**src/hdl/swbd_pkg.sv**
```systemverilog
// Shared types and constants for the short-window back-reference decoder.
package swbd_pkg;

   localparam logic [7:0] ESC_TOKEN   = 8'hFF;
   localparam int         HIST_AW     = 5;
   localparam int         FILL_W      = HIST_AW + 1;
   localparam logic [FILL_W-1:0] WINDOW = FILL_W'(32);
   localparam int         QUEUE_DEPTH = 2;

   typedef enum logic [1:0] {
      ST_OK      = 2'd0,
      ST_BAD_REF = 2'd1,
      ST_ESC_END = 2'd2
   } status_type;

   typedef enum logic [1:0] {
      CMD_LIT  = 2'd0,
      CMD_COPY = 2'd1,
      CMD_ERR  = 2'd2
   } cmd_kind_type;

   typedef struct packed {
      cmd_kind_type        kind;
      logic [7:0]          value;
      logic [HIST_AW-1:0]  src;
      logic [HIST_AW-1:0]  dst;
      logic [2:0]          len_m1;
      status_type          status;
      logic                chunk_last;
   } cmd_type;

   typedef enum logic [1:0] {
      BK_IDLE = 2'd0,
      BK_READ = 2'd1,
      BK_COPY = 2'd2
   } back_state_type;

endpackage

```
**src/hdl/swbd_front.sv**
```systemverilog
// Front end: accepts token bytes, tracks chunk state, issues decode commands.
module swbd_front (
   input  logic              clock,
   input  logic              reset,
   input  logic              req_valid,
   output logic              req_stall,
   input  logic [7:0]        req_token_byte,
   input  logic              req_chunk_end,
   input  logic              q_full,
   output logic              q_push,
   output swbd_pkg::cmd_type q_cmd
);

   logic [swbd_pkg::HIST_AW-1:0] wp_ff, wp_in;
   logic [swbd_pkg::FILL_W-1:0]  fill_ff, fill_in;
   logic                         esc_ff, esc_in;
   logic                         err_ff, err_in;

   logic                         accept;
   logic [3:0]                   cnt;
   logic [swbd_pkg::FILL_W-1:0]  ref_dist;
   logic [swbd_pkg::FILL_W:0]    fill_sum;
   logic [swbd_pkg::FILL_W-1:0]  fill_add;

   assign req_stall = q_full;
   assign accept    = req_valid && !q_full;
   assign cnt       = {1'b0, req_token_byte[2:0]} + 4'd1;
   assign ref_dist  = swbd_pkg::WINDOW - {1'b0, req_token_byte[7:3]};

   always_comb begin
      fill_sum = '0;
      fill_add = '0;
      wp_in    = wp_ff;
      fill_in  = fill_ff;
      esc_in   = esc_ff;
      err_in   = err_ff;
      q_push   = 1'b0;
      q_cmd.kind       = swbd_pkg::CMD_LIT;
      q_cmd.value      = req_token_byte;
      q_cmd.src        = wp_ff + req_token_byte[7:3];
      q_cmd.dst        = wp_ff;
      q_cmd.len_m1     = req_token_byte[2:0];
      q_cmd.status     = swbd_pkg::ST_OK;
      q_cmd.chunk_last = req_chunk_end;
      if (accept) begin
         if (err_ff) begin
            q_push = 1'b0;
         end else if (esc_ff) begin
            esc_in   = 1'b0;
            q_push   = 1'b1;
            fill_add = swbd_pkg::FILL_W'(1);
            wp_in    = wp_ff + 1'b1;
         end else if (req_token_byte == swbd_pkg::ESC_TOKEN) begin
            if (req_chunk_end) begin
               err_in       = 1'b1;
               q_push       = 1'b1;
               q_cmd.kind   = swbd_pkg::CMD_ERR;
               q_cmd.status = swbd_pkg::ST_ESC_END;
            end else begin
               esc_in = 1'b1;
            end
         end else if (ref_dist > fill_ff || swbd_pkg::FILL_W'(cnt) > ref_dist) begin
            err_in       = 1'b1;
            q_push       = 1'b1;
            q_cmd.kind   = swbd_pkg::CMD_ERR;
            q_cmd.status = swbd_pkg::ST_BAD_REF;
         end else begin
            q_push     = 1'b1;
            q_cmd.kind = swbd_pkg::CMD_COPY;
            fill_add   = swbd_pkg::FILL_W'(cnt);
            wp_in      = wp_ff + swbd_pkg::HIST_AW'(cnt);
         end
         fill_sum = {1'b0, fill_ff} + {1'b0, fill_add};
         if (fill_sum > {1'b0, swbd_pkg::WINDOW}) begin
            fill_in = swbd_pkg::WINDOW;
         end else begin
            fill_in = fill_sum[swbd_pkg::FILL_W-1:0];
         end
         if (req_chunk_end) begin
            wp_in   = '0;
            fill_in = '0;
            esc_in  = 1'b0;
            err_in  = 1'b0;
         end
      end
   end

   always_ff @(posedge clock) begin
      if (reset) begin
         wp_ff   <= '0;
         fill_ff <= '0;
         esc_ff  <= 1'b0;
         err_ff  <= 1'b0;
      end else begin
         wp_ff   <= wp_in;
         fill_ff <= fill_in;
         esc_ff  <= esc_in;
         err_ff  <= err_in;
      end
   end

endmodule

```
**src/hdl/swbd_queue.sv**
```systemverilog
// Small command queue between front and back ends.
module swbd_queue #(
   parameter int DEPTH = swbd_pkg::QUEUE_DEPTH
) (
   input  logic              clock,
   input  logic              reset,
   input  logic              push,
   input  swbd_pkg::cmd_type push_cmd,
   input  logic              pop,
   output swbd_pkg::cmd_type pop_cmd,
   output logic              full,
   output logic              empty
);

   localparam int PTR_W = (DEPTH > 1) ? $clog2(DEPTH) : 1;
   localparam int CNT_W = $clog2(DEPTH + 1);

   swbd_pkg::cmd_type  entry_ff [DEPTH];
   logic [PTR_W-1:0]   wr_ptr_ff, wr_ptr_in;
   logic [PTR_W-1:0]   rd_ptr_ff, rd_ptr_in;
   logic [CNT_W-1:0]   count_ff, count_in;

   assign full    = (count_ff == CNT_W'(DEPTH));
   assign empty   = (count_ff == '0);
   assign pop_cmd = entry_ff[rd_ptr_ff];

   always_comb begin
      wr_ptr_in = wr_ptr_ff;
      rd_ptr_in = rd_ptr_ff;
      count_in  = count_ff;
      if (push) begin
         wr_ptr_in = (wr_ptr_ff == PTR_W'(DEPTH - 1)) ? '0 : wr_ptr_ff + 1'b1;
      end
      if (pop) begin
         rd_ptr_in = (rd_ptr_ff == PTR_W'(DEPTH - 1)) ? '0 : rd_ptr_ff + 1'b1;
      end
      if (push && !pop) begin
         count_in = count_ff + 1'b1;
      end else if (pop && !push) begin
         count_in = count_ff - 1'b1;
      end
   end

   always_ff @(posedge clock) begin
      if (push) begin
         entry_ff[wr_ptr_ff] <= push_cmd;
      end
   end

   always_ff @(posedge clock) begin
      if (reset) begin
         wr_ptr_ff <= '0;
         rd_ptr_ff <= '0;
         count_ff  <= '0;
      end else begin
         wr_ptr_ff <= wr_ptr_in;
         rd_ptr_ff <= rd_ptr_in;
         count_ff  <= count_in;
      end
   end

endmodule

```
**src/hdl/swbd_back.sv**
```systemverilog
// Back end: history memory, copy sequencer and output register.
module swbd_back (
   input  logic              clock,
   input  logic              reset,
   input  logic              q_empty,
   input  swbd_pkg::cmd_type q_cmd,
   output logic              q_pop,
   output logic              rsp_valid,
   input  logic              rsp_stall,
   output logic [7:0]        rsp_data_byte,
   output logic [1:0]        rsp_status,
   output logic              rsp_last_of_run,
   output logic              rsp_chunk_last
);

   swbd_pkg::back_state_type     state_ff, state_in;
   logic [7:0]                   history_ff [1 << swbd_pkg::HIST_AW];
   logic [7:0]                   rd_data_ff;
   logic [swbd_pkg::HIST_AW-1:0] src_ff, src_in;
   logic [swbd_pkg::HIST_AW-1:0] dst_ff, dst_in;
   logic [2:0]                   left_ff, left_in;
   logic                         chunk_ff, chunk_in;

   logic                         out_valid_ff, out_valid_in;
   logic [7:0]                   out_data_ff, out_data_in;
   swbd_pkg::status_type         out_status_ff, out_status_in;
   logic                         out_last_ff, out_last_in;
   logic                         out_chunk_ff, out_chunk_in;

   logic                         advance, load_out;
   logic                         wr_en, rd_en;
   logic [swbd_pkg::HIST_AW-1:0] wr_addr, rd_addr;
   logic [7:0]                   wr_data;

   assign advance = !out_valid_ff || !rsp_stall;

   always_comb begin
      state_in      = state_ff;
      src_in        = src_ff;
      dst_in        = dst_ff;
      left_in       = left_ff;
      chunk_in      = chunk_ff;
      q_pop         = 1'b0;
      load_out      = 1'b0;
      out_data_in   = out_data_ff;
      out_status_in = out_status_ff;
      out_last_in   = out_last_ff;
      out_chunk_in  = out_chunk_ff;
      wr_en         = 1'b0;
      wr_addr       = dst_ff;
      wr_data       = rd_data_ff;
      rd_en         = 1'b0;
      rd_addr       = src_ff;
      unique case (state_ff)
         swbd_pkg::BK_IDLE: begin
            if (!q_empty) begin
               unique case (q_cmd.kind)
                  swbd_pkg::CMD_COPY: begin
                     q_pop    = 1'b1;
                     src_in   = q_cmd.src;
                     dst_in   = q_cmd.dst;
                     left_in  = q_cmd.len_m1;
                     chunk_in = q_cmd.chunk_last;
                     state_in = swbd_pkg::BK_READ;
                  end
                  swbd_pkg::CMD_LIT: begin
                     if (advance) begin
                        q_pop         = 1'b1;
                        load_out      = 1'b1;
                        out_data_in   = q_cmd.value;
                        out_status_in = swbd_pkg::ST_OK;
                        out_last_in   = 1'b1;
                        out_chunk_in  = q_cmd.chunk_last;
                        wr_en         = 1'b1;
                        wr_addr       = q_cmd.dst;
                        wr_data       = q_cmd.value;
                     end
                  end
                  swbd_pkg::CMD_ERR: begin
                     if (advance) begin
                        q_pop         = 1'b1;
                        load_out      = 1'b1;
                        out_data_in   = '0;
                        out_status_in = q_cmd.status;
                        out_last_in   = 1'b1;
                        out_chunk_in  = q_cmd.chunk_last;
                     end
                  end
                  default: begin
                     q_pop = 1'b1;
                  end
               endcase
            end
         end
         swbd_pkg::BK_READ: begin
            rd_en    = 1'b1;
            src_in   = src_ff + 1'b1;
            state_in = swbd_pkg::BK_COPY;
         end
         swbd_pkg::BK_COPY: begin
            if (advance) begin
               load_out      = 1'b1;
               out_data_in   = rd_data_ff;
               out_status_in = swbd_pkg::ST_OK;
               out_last_in   = (left_ff == '0);
               out_chunk_in  = chunk_ff;
               wr_en         = 1'b1;
               dst_in        = dst_ff + 1'b1;
               if (left_ff == '0) begin
                  state_in = swbd_pkg::BK_IDLE;
               end else begin
                  rd_en   = 1'b1;
                  src_in  = src_ff + 1'b1;
                  left_in = left_ff - 1'b1;
               end
            end
         end
         default: begin
            state_in = swbd_pkg::BK_IDLE;
         end
      endcase
      if (load_out) begin
         out_valid_in = 1'b1;
      end else if (!rsp_stall) begin
         out_valid_in = 1'b0;
      end else begin
         out_valid_in = out_valid_ff;
      end
   end

   always_ff @(posedge clock) begin
      if (wr_en) begin
         history_ff[wr_addr] <= wr_data;
      end
      if (rd_en) begin
         rd_data_ff <= history_ff[rd_addr];
      end
   end

   always_ff @(posedge clock) begin
      src_ff        <= src_in;
      dst_ff        <= dst_in;
      left_ff       <= left_in;
      chunk_ff      <= chunk_in;
      out_data_ff   <= out_data_in;
      out_status_ff <= out_status_in;
      out_last_ff   <= out_last_in;
      out_chunk_ff  <= out_chunk_in;
   end

   always_ff @(posedge clock) begin
      if (reset) begin
         state_ff     <= swbd_pkg::BK_IDLE;
         out_valid_ff <= 1'b0;
      end else begin
         state_ff     <= state_in;
         out_valid_ff <= out_valid_in;
      end
   end

   assign rsp_valid       = out_valid_ff;
   assign rsp_data_byte   = out_data_ff;
   assign rsp_status      = out_status_ff;
   assign rsp_last_of_run = out_last_ff;
   assign rsp_chunk_last  = out_chunk_ff;

endmodule

```
**src/hdl/short_window_backref_decoder.sv**
```systemverilog
// Top level of the short-window back-reference decoder.
//
//   channel   dir   handshake          payload
//   req_      in    valid / stall      token_byte[7:0], chunk_end
//   rsp_      out   valid / stall      data_byte[7:0], status[1:0], last_of_run, chunk_last
//
// The front end takes one request per cycle while the command queue has room;
// escapes and swallowed bytes cost it nothing more.
// The back end loads a literal or error result as it pops it, and runs a copy
// with one history read to prime, then one byte per cycle while the response is not stalled.
// Synchronous reset clears control state; the history memory is not cleared.
// A stalled response holds the back end's output; the queue keeps the front running until it fills.
module short_window_backref_decoder #(
   parameter int QUEUE_DEPTH = swbd_pkg::QUEUE_DEPTH
) (
   input  logic       clock,
   input  logic       reset,
   input  logic       req_valid,
   output logic       req_stall,
   input  logic [7:0] req_token_byte,
   input  logic       req_chunk_end,
   output logic       rsp_valid,
   input  logic       rsp_stall,
   output logic [7:0] rsp_data_byte,
   output logic [1:0] rsp_status,
   output logic       rsp_last_of_run,
   output logic       rsp_chunk_last
);

   logic              q_push, q_pop, q_full, q_empty;
   swbd_pkg::cmd_type push_cmd, pop_cmd;

   swbd_front u_front (
      .clock          (clock),
      .reset          (reset),
      .req_valid      (req_valid),
      .req_stall      (req_stall),
      .req_token_byte (req_token_byte),
      .req_chunk_end  (req_chunk_end),
      .q_full         (q_full),
      .q_push         (q_push),
      .q_cmd          (push_cmd)
   );

   swbd_queue #(
      .DEPTH (QUEUE_DEPTH)
   ) u_queue (
      .clock    (clock),
      .reset    (reset),
      .push     (q_push),
      .push_cmd (push_cmd),
      .pop      (q_pop),
      .pop_cmd  (pop_cmd),
      .full     (q_full),
      .empty    (q_empty)
   );

   swbd_back u_back (
      .clock           (clock),
      .reset           (reset),
      .q_empty         (q_empty),
      .q_cmd           (pop_cmd),
      .q_pop           (q_pop),
      .rsp_valid       (rsp_valid),
      .rsp_stall       (rsp_stall),
      .rsp_data_byte   (rsp_data_byte),
      .rsp_status      (rsp_status),
      .rsp_last_of_run (rsp_last_of_run),
      .rsp_chunk_last  (rsp_chunk_last)
   );

   a_no_push_full: assert property (@(posedge clock) disable iff (reset)
      q_push |-> !q_full)
      else $error("command queue overflow");

   a_no_pop_empty: assert property (@(posedge clock) disable iff (reset)
      q_pop |-> !q_empty)
      else $error("command queue underflow");

   a_error_result: assert property (@(posedge clock) disable iff (reset)
      (rsp_valid && rsp_status != swbd_pkg::ST_OK) |->
         (rsp_last_of_run && rsp_data_byte == 8'd0))
      else $error("error result must be a single zero byte");

endmodule
```
**config.mk**
```make
export PLATFORM = sky130hd
export DESIGN_NAME = short_window_backref_decoder
export DESIGN_NICKNAME = d
export VERILOG_FILES = /design/src/hdl/swbd_pkg.sv /design/src/hdl/swbd_front.sv /design/src/hdl/swbd_queue.sv /design/src/hdl/swbd_back.sv /design/src/hdl/short_window_backref_decoder.sv
export SDC_FILE = /design/constraint.sdc
export NUM_CORES = 1
export LEC_CHECK = 0
export BUFFER_PORTS_ARGS = -buffer_cell sky130_fd_sc_hd__buf_2
export CAP_MARGIN = 20
export CELL_PAD_IN_SITES_DETAIL_PLACEMENT = 2
export CELL_PAD_IN_SITES_GLOBAL_PLACEMENT = 2
export CORE_ASPECT_RATIO = 1.2
export CORE_MARGIN = 4
export CORE_UTILIZATION = 30
export CTS_CLUSTER_DIAMETER = 50
export DETAILED_ROUTE_END_ITERATION = 8
export GPL_TIMING_DRIVEN = 0
export MAX_ROUTING_LAYER = met4
export PLACE_DENSITY = 0.52
export SLEW_MARGIN = 30
export SYNTH_ARGS = -nofsm -noshare
export SYNTH_HDL_FRONTEND = slang
export SYNTH_SLANG_ARGS = --single-unit
```
**constraint.sdc**
```tcl
create_clock -name clock -period 11.45 [get_ports clock]
set_input_delay 2.29 -clock clock [delete_from_list [all_inputs] [get_ports clock]]
set_output_delay 2.29 -clock clock [all_outputs]
set_load 0.02 [all_outputs]
```
**After elaboration in Yosys (flattened, before gate mapping)**

Memory sizes are Yosys's and may differ from the RTL's. A register that Yosys moved wholly into a read port is not among the register bits.
Cells that the tools add are included.

- Register bits after elaboration: 46
- Bits in latches: 0
- Memory bits (writable): 308
- ROM bits: 0
- Bits of input ports: 13
- Output and inout port bits: 14
- Logic and storage cells: 194
- Memories kept: 2

- $add $sub $neg: 13
- Multiply operators: 0
- Div/mod/pow operators: 0
- $lt $le $gt $ge: 3
- Equality and inequality tests: 20
- Shifts and indexed selects: 0
- Muxes and demuxes: 110
- Bitwise gates (word level): 1
- Reduce and logical (&&, ||, !) cells: 28

Memories:

| memory | words | width | read ports | clocked after memory_dff | wr ports | RTL line | text |
|---|---|---|---|---|---|---|---|
| u_back.history_ff | 32 | 8 | 1 | 1 | 1 | swbd_back.sv:17 | `logic [7:0] history_ff [1 << swbd_pkg::HIST_AW];` |
| u_queue.entry_ff | 2 | 26 | 1 | 1 | 1 | swbd_queue.sv:18 | `swbd_pkg::cmd_type entry_ff [DEPTH];` |

Operators by type and width:

| cell | number |
|---|---|
| 2-to-1 mux 5 bit | 16 |
| 2-to-1 mux 8 bit | 8 |
| 2-to-1 mux 1 bit | 43 |
| 2-to-1 mux 2 bit | 19 |
| 2-to-1 mux 6 bit | 6 |
| one-hot mux 8 bit (2 select lines) | 2 |
| AND reduction 4 bit | 4 |
| adder 5 x 1 -> 5 bit, second input constant | 3 |
| one-hot mux 5 bit (3 select lines) | 1 |
| AND reduction 5 bit | 3 |
| 2-to-1 mux 3 bit | 4 |
| != test 3 x 2 -> 1 bit, second input constant | 4 |
| != test 2 bit, second input constant | 5 |
| one-hot mux 1 bit (2 select lines) | 5 |
| one-hot mux 5 bit (2 select lines) | 1 |
| equality test 8 bit, second input constant | 1 |
| != test 2 x 1 -> 1 bit, second input constant | 4 |
| one-hot mux 2 bit (2 select lines) | 2 |
| adder 6 x 6 -> 7 bit | 1 |
| > comparator 7 x 6 -> 1 bit, second input constant | 1 |
| equality test 2 bit, second input constant | 3 |
| > comparator 4 x 6 -> 1 bit | 1 |
| > comparator 6 bit | 1 |
| zero test 2 bit | 3 |
| 24 further kinds | 34 |

**Logic depth before layout (Yosys ltp)**

- Depth in word-level cells: 12
- Depth in mapped cells: 17
- Depth with buffers taken out: 17

**Modules after synthesis**

Synthesis repeated with hierarchy kept, for this count alone.

- Cells, all modules: 898
- Area total of the unflattened synthesis: 15718.8 um^2

Modules (own cells, without submodules):

| module | instances | cells each | area an instance (um^2) | seq. area each (um^2) |
|---|---|---|---|---|
| swbd_back | 1 | 599 | 12017.8 | 8768.4 |
| swbd_queue | 1 | 103 | 2082.0 | 1661.6 |
| swbd_front | 1 | 196 | 1619.1 | 260.2 |

**Worst setup path after synthesis**

Ideal clock, no wire load.

- Path type: input-to-reg
- Start point: input port req_token_byte[4]
- End point: register u_front.fill_ff[1] (netlist name)
- Setup time: 0.117 ns
- Data arrival time: 5.515 ns
- Data required time: 11.333 ns
- Slack: 5.818 ns
- Stages on the path: 17
- Buffers on the path: 0
- Cells stage by stage: inv_1 > ha_1 > nor3b_2 > xnor2_1 > ha_1 > and4_1 > o2111a_1 > a31oi_2 > nor2_1 > a21o_1 > ha_1 > fa_1 > nand3_1 > and2_1 > o21ai_0 > a31o_2 > a32o_1

- Longest elaborated chain between the ends: 12

RTL lines:

| element | RTL line | text |
|---|---|---|
| start: declaration | short_window_backref_decoder.sv:20 | `input logic [7:0] req_token_byte,` |
| subtractor 6 x 5 -> 6 bit | swbd_front.sv:28 | `assign ref_dist = swbd_pkg::WINDOW - {1'b0, req_token_byte[7:3]};` |
| > comparator 6 bit or > comparator 4 x 6 -> 1 bit (tied branches) | swbd_front.sv:62 | `end else if (ref_dist > fill_ff \|\| swbd_pkg::FILL_W'(cnt) > ref_dist) begin` |
| logical OR 1 bit | swbd_front.sv:62 |  |
| 2-to-1 mux 4 bit | swbd_front.sv:62 |  |
| 2-to-1 mux 6 bit * | swbd_front.sv:53 | `end else if (req_token_byte == swbd_pkg::ESC_TOKEN) begin` |
| 2-to-1 mux 6 bit * | swbd_front.sv:48 | `end else if (esc_ff) begin` |
| 2-to-1 mux 6 bit * | swbd_front.sv:46 | `if (err_ff) begin` |
| 2-to-1 mux 6 bit * | swbd_front.sv:45 | `if (accept) begin` |
| adder 6 x 6 -> 7 bit * | swbd_front.sv:73 | `fill_sum = {1'b0, fill_ff} + {1'b0, fill_add};` |
| > comparator 7 x 6 -> 1 bit | swbd_front.sv:74 | `if (fill_sum > {1'b0, swbd_pkg::WINDOW}) begin` |
| 2-to-1 mux 6 bit * | swbd_front.sv:74 |  |
| 2-to-1 mux 6 bit * | swbd_front.sv:79 | `if (req_chunk_end) begin` |
| end signal: assignment | swbd_front.sv:96 | `fill_ff <= fill_in;` |
| end: declaration | swbd_front.sv:15 | `logic [swbd_pkg::FILL_W-1:0] fill_ff, fill_in;` |

Every way passes the cells marked *; elsewhere a longest branch is shown, timed or not. The select of a mux whose other input is x is not followed.
A chain may end at the register's enable or synchronous reset.

**Worst setup path in the final report**

- Start point: input port req_token_byte[3]
- End point: register u_front.fill_ff[0] (netlist name)

The elaborated chain is that of the path after synthesis.

==> impl_metrics.py <==
metrics = {
    "timing": {
        "fin_tns_setup_ns": 0,
        "hold_viol": 0,
        "layout_setup_ws_ns": 5.52,
        "tightest_slew_ns": 0.890,
        "clock-skew-final_ns": 0.0384,
        "rsz0062_at_grt": "no",
        "slew_violations": 0,
        "max_freq_ghz": 0.169,
        "fin_crit_sh": 0.518,
        "finalSetupViolCount": 0,
        "finalCriticalPeriod_ns": 5.93,
        "relSlewSlack": 0.404,
    },
    "setup_path": {
        "worstPathArrival_ns": 6.39,
        "r2r_cells": 13,
        "critPathCapture": "u_front.fill_ff[0]",
        "path_common_cell": "ha_1",
        "r2r-end": "u_front.fill_ff[0]",
        "cp-startpoint": "req_token_byte[3]",
        "cp_max_fo": 7,
        "crit_slowest_cell": "a31oi_2",
        "worstPathRequired_ns": 11.91,
        "crit_chain": "buf_2 > inv_1 > ha_1 > nor3b_2 > xnor2_1 > ha_1 > and4_1 > o21ai_0 > a31oi_2 > nor2_1 > and3_1 > ha_1 > a21oi_1 > o22ai_1 > mux2i_1 > a31o_2 > a32o_1",
        "r2r_slack_ns": 7.62,
        "end_kind": "flip-flop",
        "worstReg2RegStart": "u_front.fill_ff[5]",
        "cp-start-kind": "input pin",
        "crit_path_max_incr_delay_ns": 0.46,
        "crit_family": "compound AO/OA/AOI/OAI gates",
        "cp_num_buf_inv": 2,
        "path_depth": 17,
        "critPathKind": "in -> reg",
    },
    "yosys": {
        "synthSimpleGateAreaFrac": 0.0670,
        "post_synth.cell_area_avg_sq_um": 15.3,
        "synth_area_leaders": "edfxtp_1, mux2i_1, mux4_2",
        "async_reset_ff_frac": 0,
        "ys.warnings.count": 0,
        "synth_compound_area_frac": 0.0752,
        "synth_xor_area_frac": 0.0124,
        "synth_edf_count": 336,
        "yosys_register_bits": 357,
        "synth_top_area_cell": "edfxtp_1",
        "ys_seq_area_frac": 0.676,
        "ys_types": 63,
        "yosys.area_share.adder": 0.0296,
        "yosysTopAreaCellShare": 0.649,
        "ys.flop_type": "edfxtp_1",
        "synth_top_family_by_area": "multiplexers",
        "synth_nets": 1061,
        "yosys.cell_count.top_type": "edfxtp_1",
        "synth.top_cells.by_count": "edfxtp_1, mux2i_1, nor2_1, nand2_1, a21oi_1",
        "syn_inst": 1013,
        "synthMuxAreaShare": 0.118,
        "synth.cell_area_sq_um": 15500,
    },
    "clock_tree": {
        "clk_pin_slew_ns": 0.05,
        "hold_buffers": 0,
        "cts_buffer_depth": 3,
        "cts_resized": 0,
        "cts_tree": "done",
        "cts_made_buffers": 44,
        "post_cts_buffers": 0,
        "cts_max_level": 2,
        "insertion_delay_ns": 0.59,
        "clock-sinks": 357,
        "cts-root-buf": "clkbuf_16",
    },
    "min_path": {
        "hp-class": "reg -> reg",
        "whs_path_depth": 2,
    },
    "detailed_routing": {
        "vias": 9044,
        "drtAntennaViolNets": 0,
        "wire_per_inst_um": 24.5,
        "drc": 0,
        "dr.first_iter.drc_count": 405,
        "first_pass_iters": 4,
        "via_per_inst": 4.95,
        "routed_wl_um": 44800,
    },
    "placed_design": {
        "place_hpwl_um": 32400,
        "dpl_worst_slack_ns": 4.88,
        "io_buffers": 26,
        "place_congestion": 0.793,
    },
    "cells_and_area": {
        "diodes": 0,
        "fin_nets": 1144,
        "drive_above_1_share": 0.164,
        "seq_area_sq_um": 10500,
        "syn_to_final_growth_pct": 17.7,
        "multiInputGateArea_sq_um": 4840,
        "nFillCells": 5177,
    },
    "power_and_ir_drop": {
        "power.density_nw_per_um2": 242,
        "p_int_uw": 2900,
        "p_sw_uw": 1530,
        "sequentialPowerShare": 0.390,
        "p_clk_frac": 0.295,
        "comb_power_share": 0.314,
        "p_sw_frac": 0.345,
        "leakagePower_uw": 0.00617,
        "vdd_drop_max_uv": 102,
    },
    "run_status": {
        "status": "finished, final reports clean",
    },
    "die": {
        "start_util": 0.303,
        "die_area_sq_um": 55500,
        "core_sq_um": 51400,
        "ios": 27,
        "rows": 91,
        "die_w_um": 216,
        "dieHeight_um": 257,
    },
    "run": {
        "drv_cap": 0,
    },
    "grt": {
        "grt_pass1_vias": 9828,
        "antenna_found_initial": 0,
        "grt_usage": 0.165,
        "grt_max_degree": 27,
        "grt-ovfl-total": 0,
        "grt_pass1_wl_um": 66300,
    },
}
## through the flow
stage / hold WS [ns] / total power [uW] / instances / utilization / cell area [sq um]
after floorplan: 0.449 / 2550 / 1013 / - / 15500
after global placement: 0.480 / 3080 / 1736 / 0.322 / 16500
after detailed placement: 0.481 / 3190 / 1747 / 0.330 / 17000
after CTS: 0.488 / 4520 / 1828 / 0.356 / 18300
after global routing: 0.506 / 4650 / 1828 / 0.356 / 18300
final: 0.484 / 4420 / 1828 / 0.356 / 18300
## logic make-up (layout without fill, tap and decap cells)
logic type	count (synthesis)	after routing
xor+xnor	22	22
fa+ha+maj	35	35
mux	143	143
buf+inv	77	195
flops	357	357
simple gates	216	216
compound gates	163	163
## cells in the final DEF, fill, tap and decap left out, drive strengths merged, types with 3 or more instances in the layout
| cell | instances |
|---|---|
| a211oi | 7 |
| a21o | 5 |
| a21oi | 34 |
| a22o | 16 |
| a22oi | 8 |
| a31oi | 18 |
| a32o | 5 |
| a32oi | 8 |
| and2 | 5 |
| and3 | 6 |
| and3b | 3 |
| buf | 64 |
| clkbuf | 80 |
| clkinv | 16 |
| dfxtp | 21 |
| edfxtp | 336 |
| fa | 3 |
| ha | 32 |
| inv | 34 |
| mux2 | 8 |
| mux2i | 103 |
| mux4 | 32 |
| nand2 | 56 |
| nand2b | 8 |
| nand3 | 12 |
| nor2 | 66 |
| nor2b | 14 |
| nor3 | 28 |
| nor3b | 6 |
| o211ai | 5 |
| o21a | 3 |
| o21ai | 20 |
| o221ai | 8 |
| o22ai | 3 |
| o31ai | 11 |
| or2 | 3 |
| xnor2 | 14 |
| xor2 | 8 |
## how the worst min path moves through the flow
stage	start	end
3_5_place_dp	u_front.fill_ff[3]	u_front.fill_ff[3]
4_1_cts	u_front.fill_ff[3]	u_front.fill_ff[3]
6_report	u_front.fill_ff[3]	u_front.fill_ff[3]
2_1_floorplan	u_front.fill_ff[3]	u_front.fill_ff[3]
3_3_place_gp	u_front.fill_ff[3]	u_front.fill_ff[3]
5_1_grt	u_front.fill_ff[3]	u_front.fill_ff[3]
## routing by layer
| layer | track usage | share of wire |
|---|---|---|
| met5 | - | 0 |
| met1 | 0.200 | 0.42 |
| met4 | 0.0392 | 0.019 |
| met3 | 0.0247 | 0.031 |
| met2 | 0.292 | 0.53 |
## area by class of cell
| type | count | share of cell area |
|---|---|---|
| flip-flops and latches | 357 | 0.574 |
| multi-input cells | 579 | 0.265 |
| clock buffers | 58 | 0.0630 |
| well taps | 697 | 0.0477 |
| repair buffers | 37 | 0.0219 |
| plain buffers | 49 | 0.0124 |
| clock inverters | 23 | 0.0103 |
| inverters | 28 | 0.00574 |
## power by group through the flow
stage / logic [uW] / registers (uW) / clock network [uW]
finish: 1390 / 1730 / 1310
global placement: 1310 / 1780 / 0
detailed placement: 1430 / 1760 / 0
floorplan: 794 / 1760 / 0
CTS: 1440 / 1730 / 1350
global route: 1510 / 1740 / 1400
## registers in the layout, indices dropped and copies added (netlist names), 3 cells and up, named ones only
register              flops
u_back.history_ff       256
u_queue.entry_ff         46
u_back.rd_data_ff         8
u_back.rsp_data_byte      8
u_front.fill_ff           6
u_back.dst_ff             5
u_back.rd_addr            5
u_front.wp_ff             5
u_back.left_ff            3
## worst register-to-register path: cells and delay by family, from the launching register on
family,cells,cell delay (ns)
AOI/OAI and AO/OA,6,1.62
and+or+nand+nor,3,0.71
adders and majority gates,2,0.67
DFF,1,0.40
muxes,1,0.22
buffers and inverters,1,0.11
No activity file was read; power rests on OpenSTA's default activity.
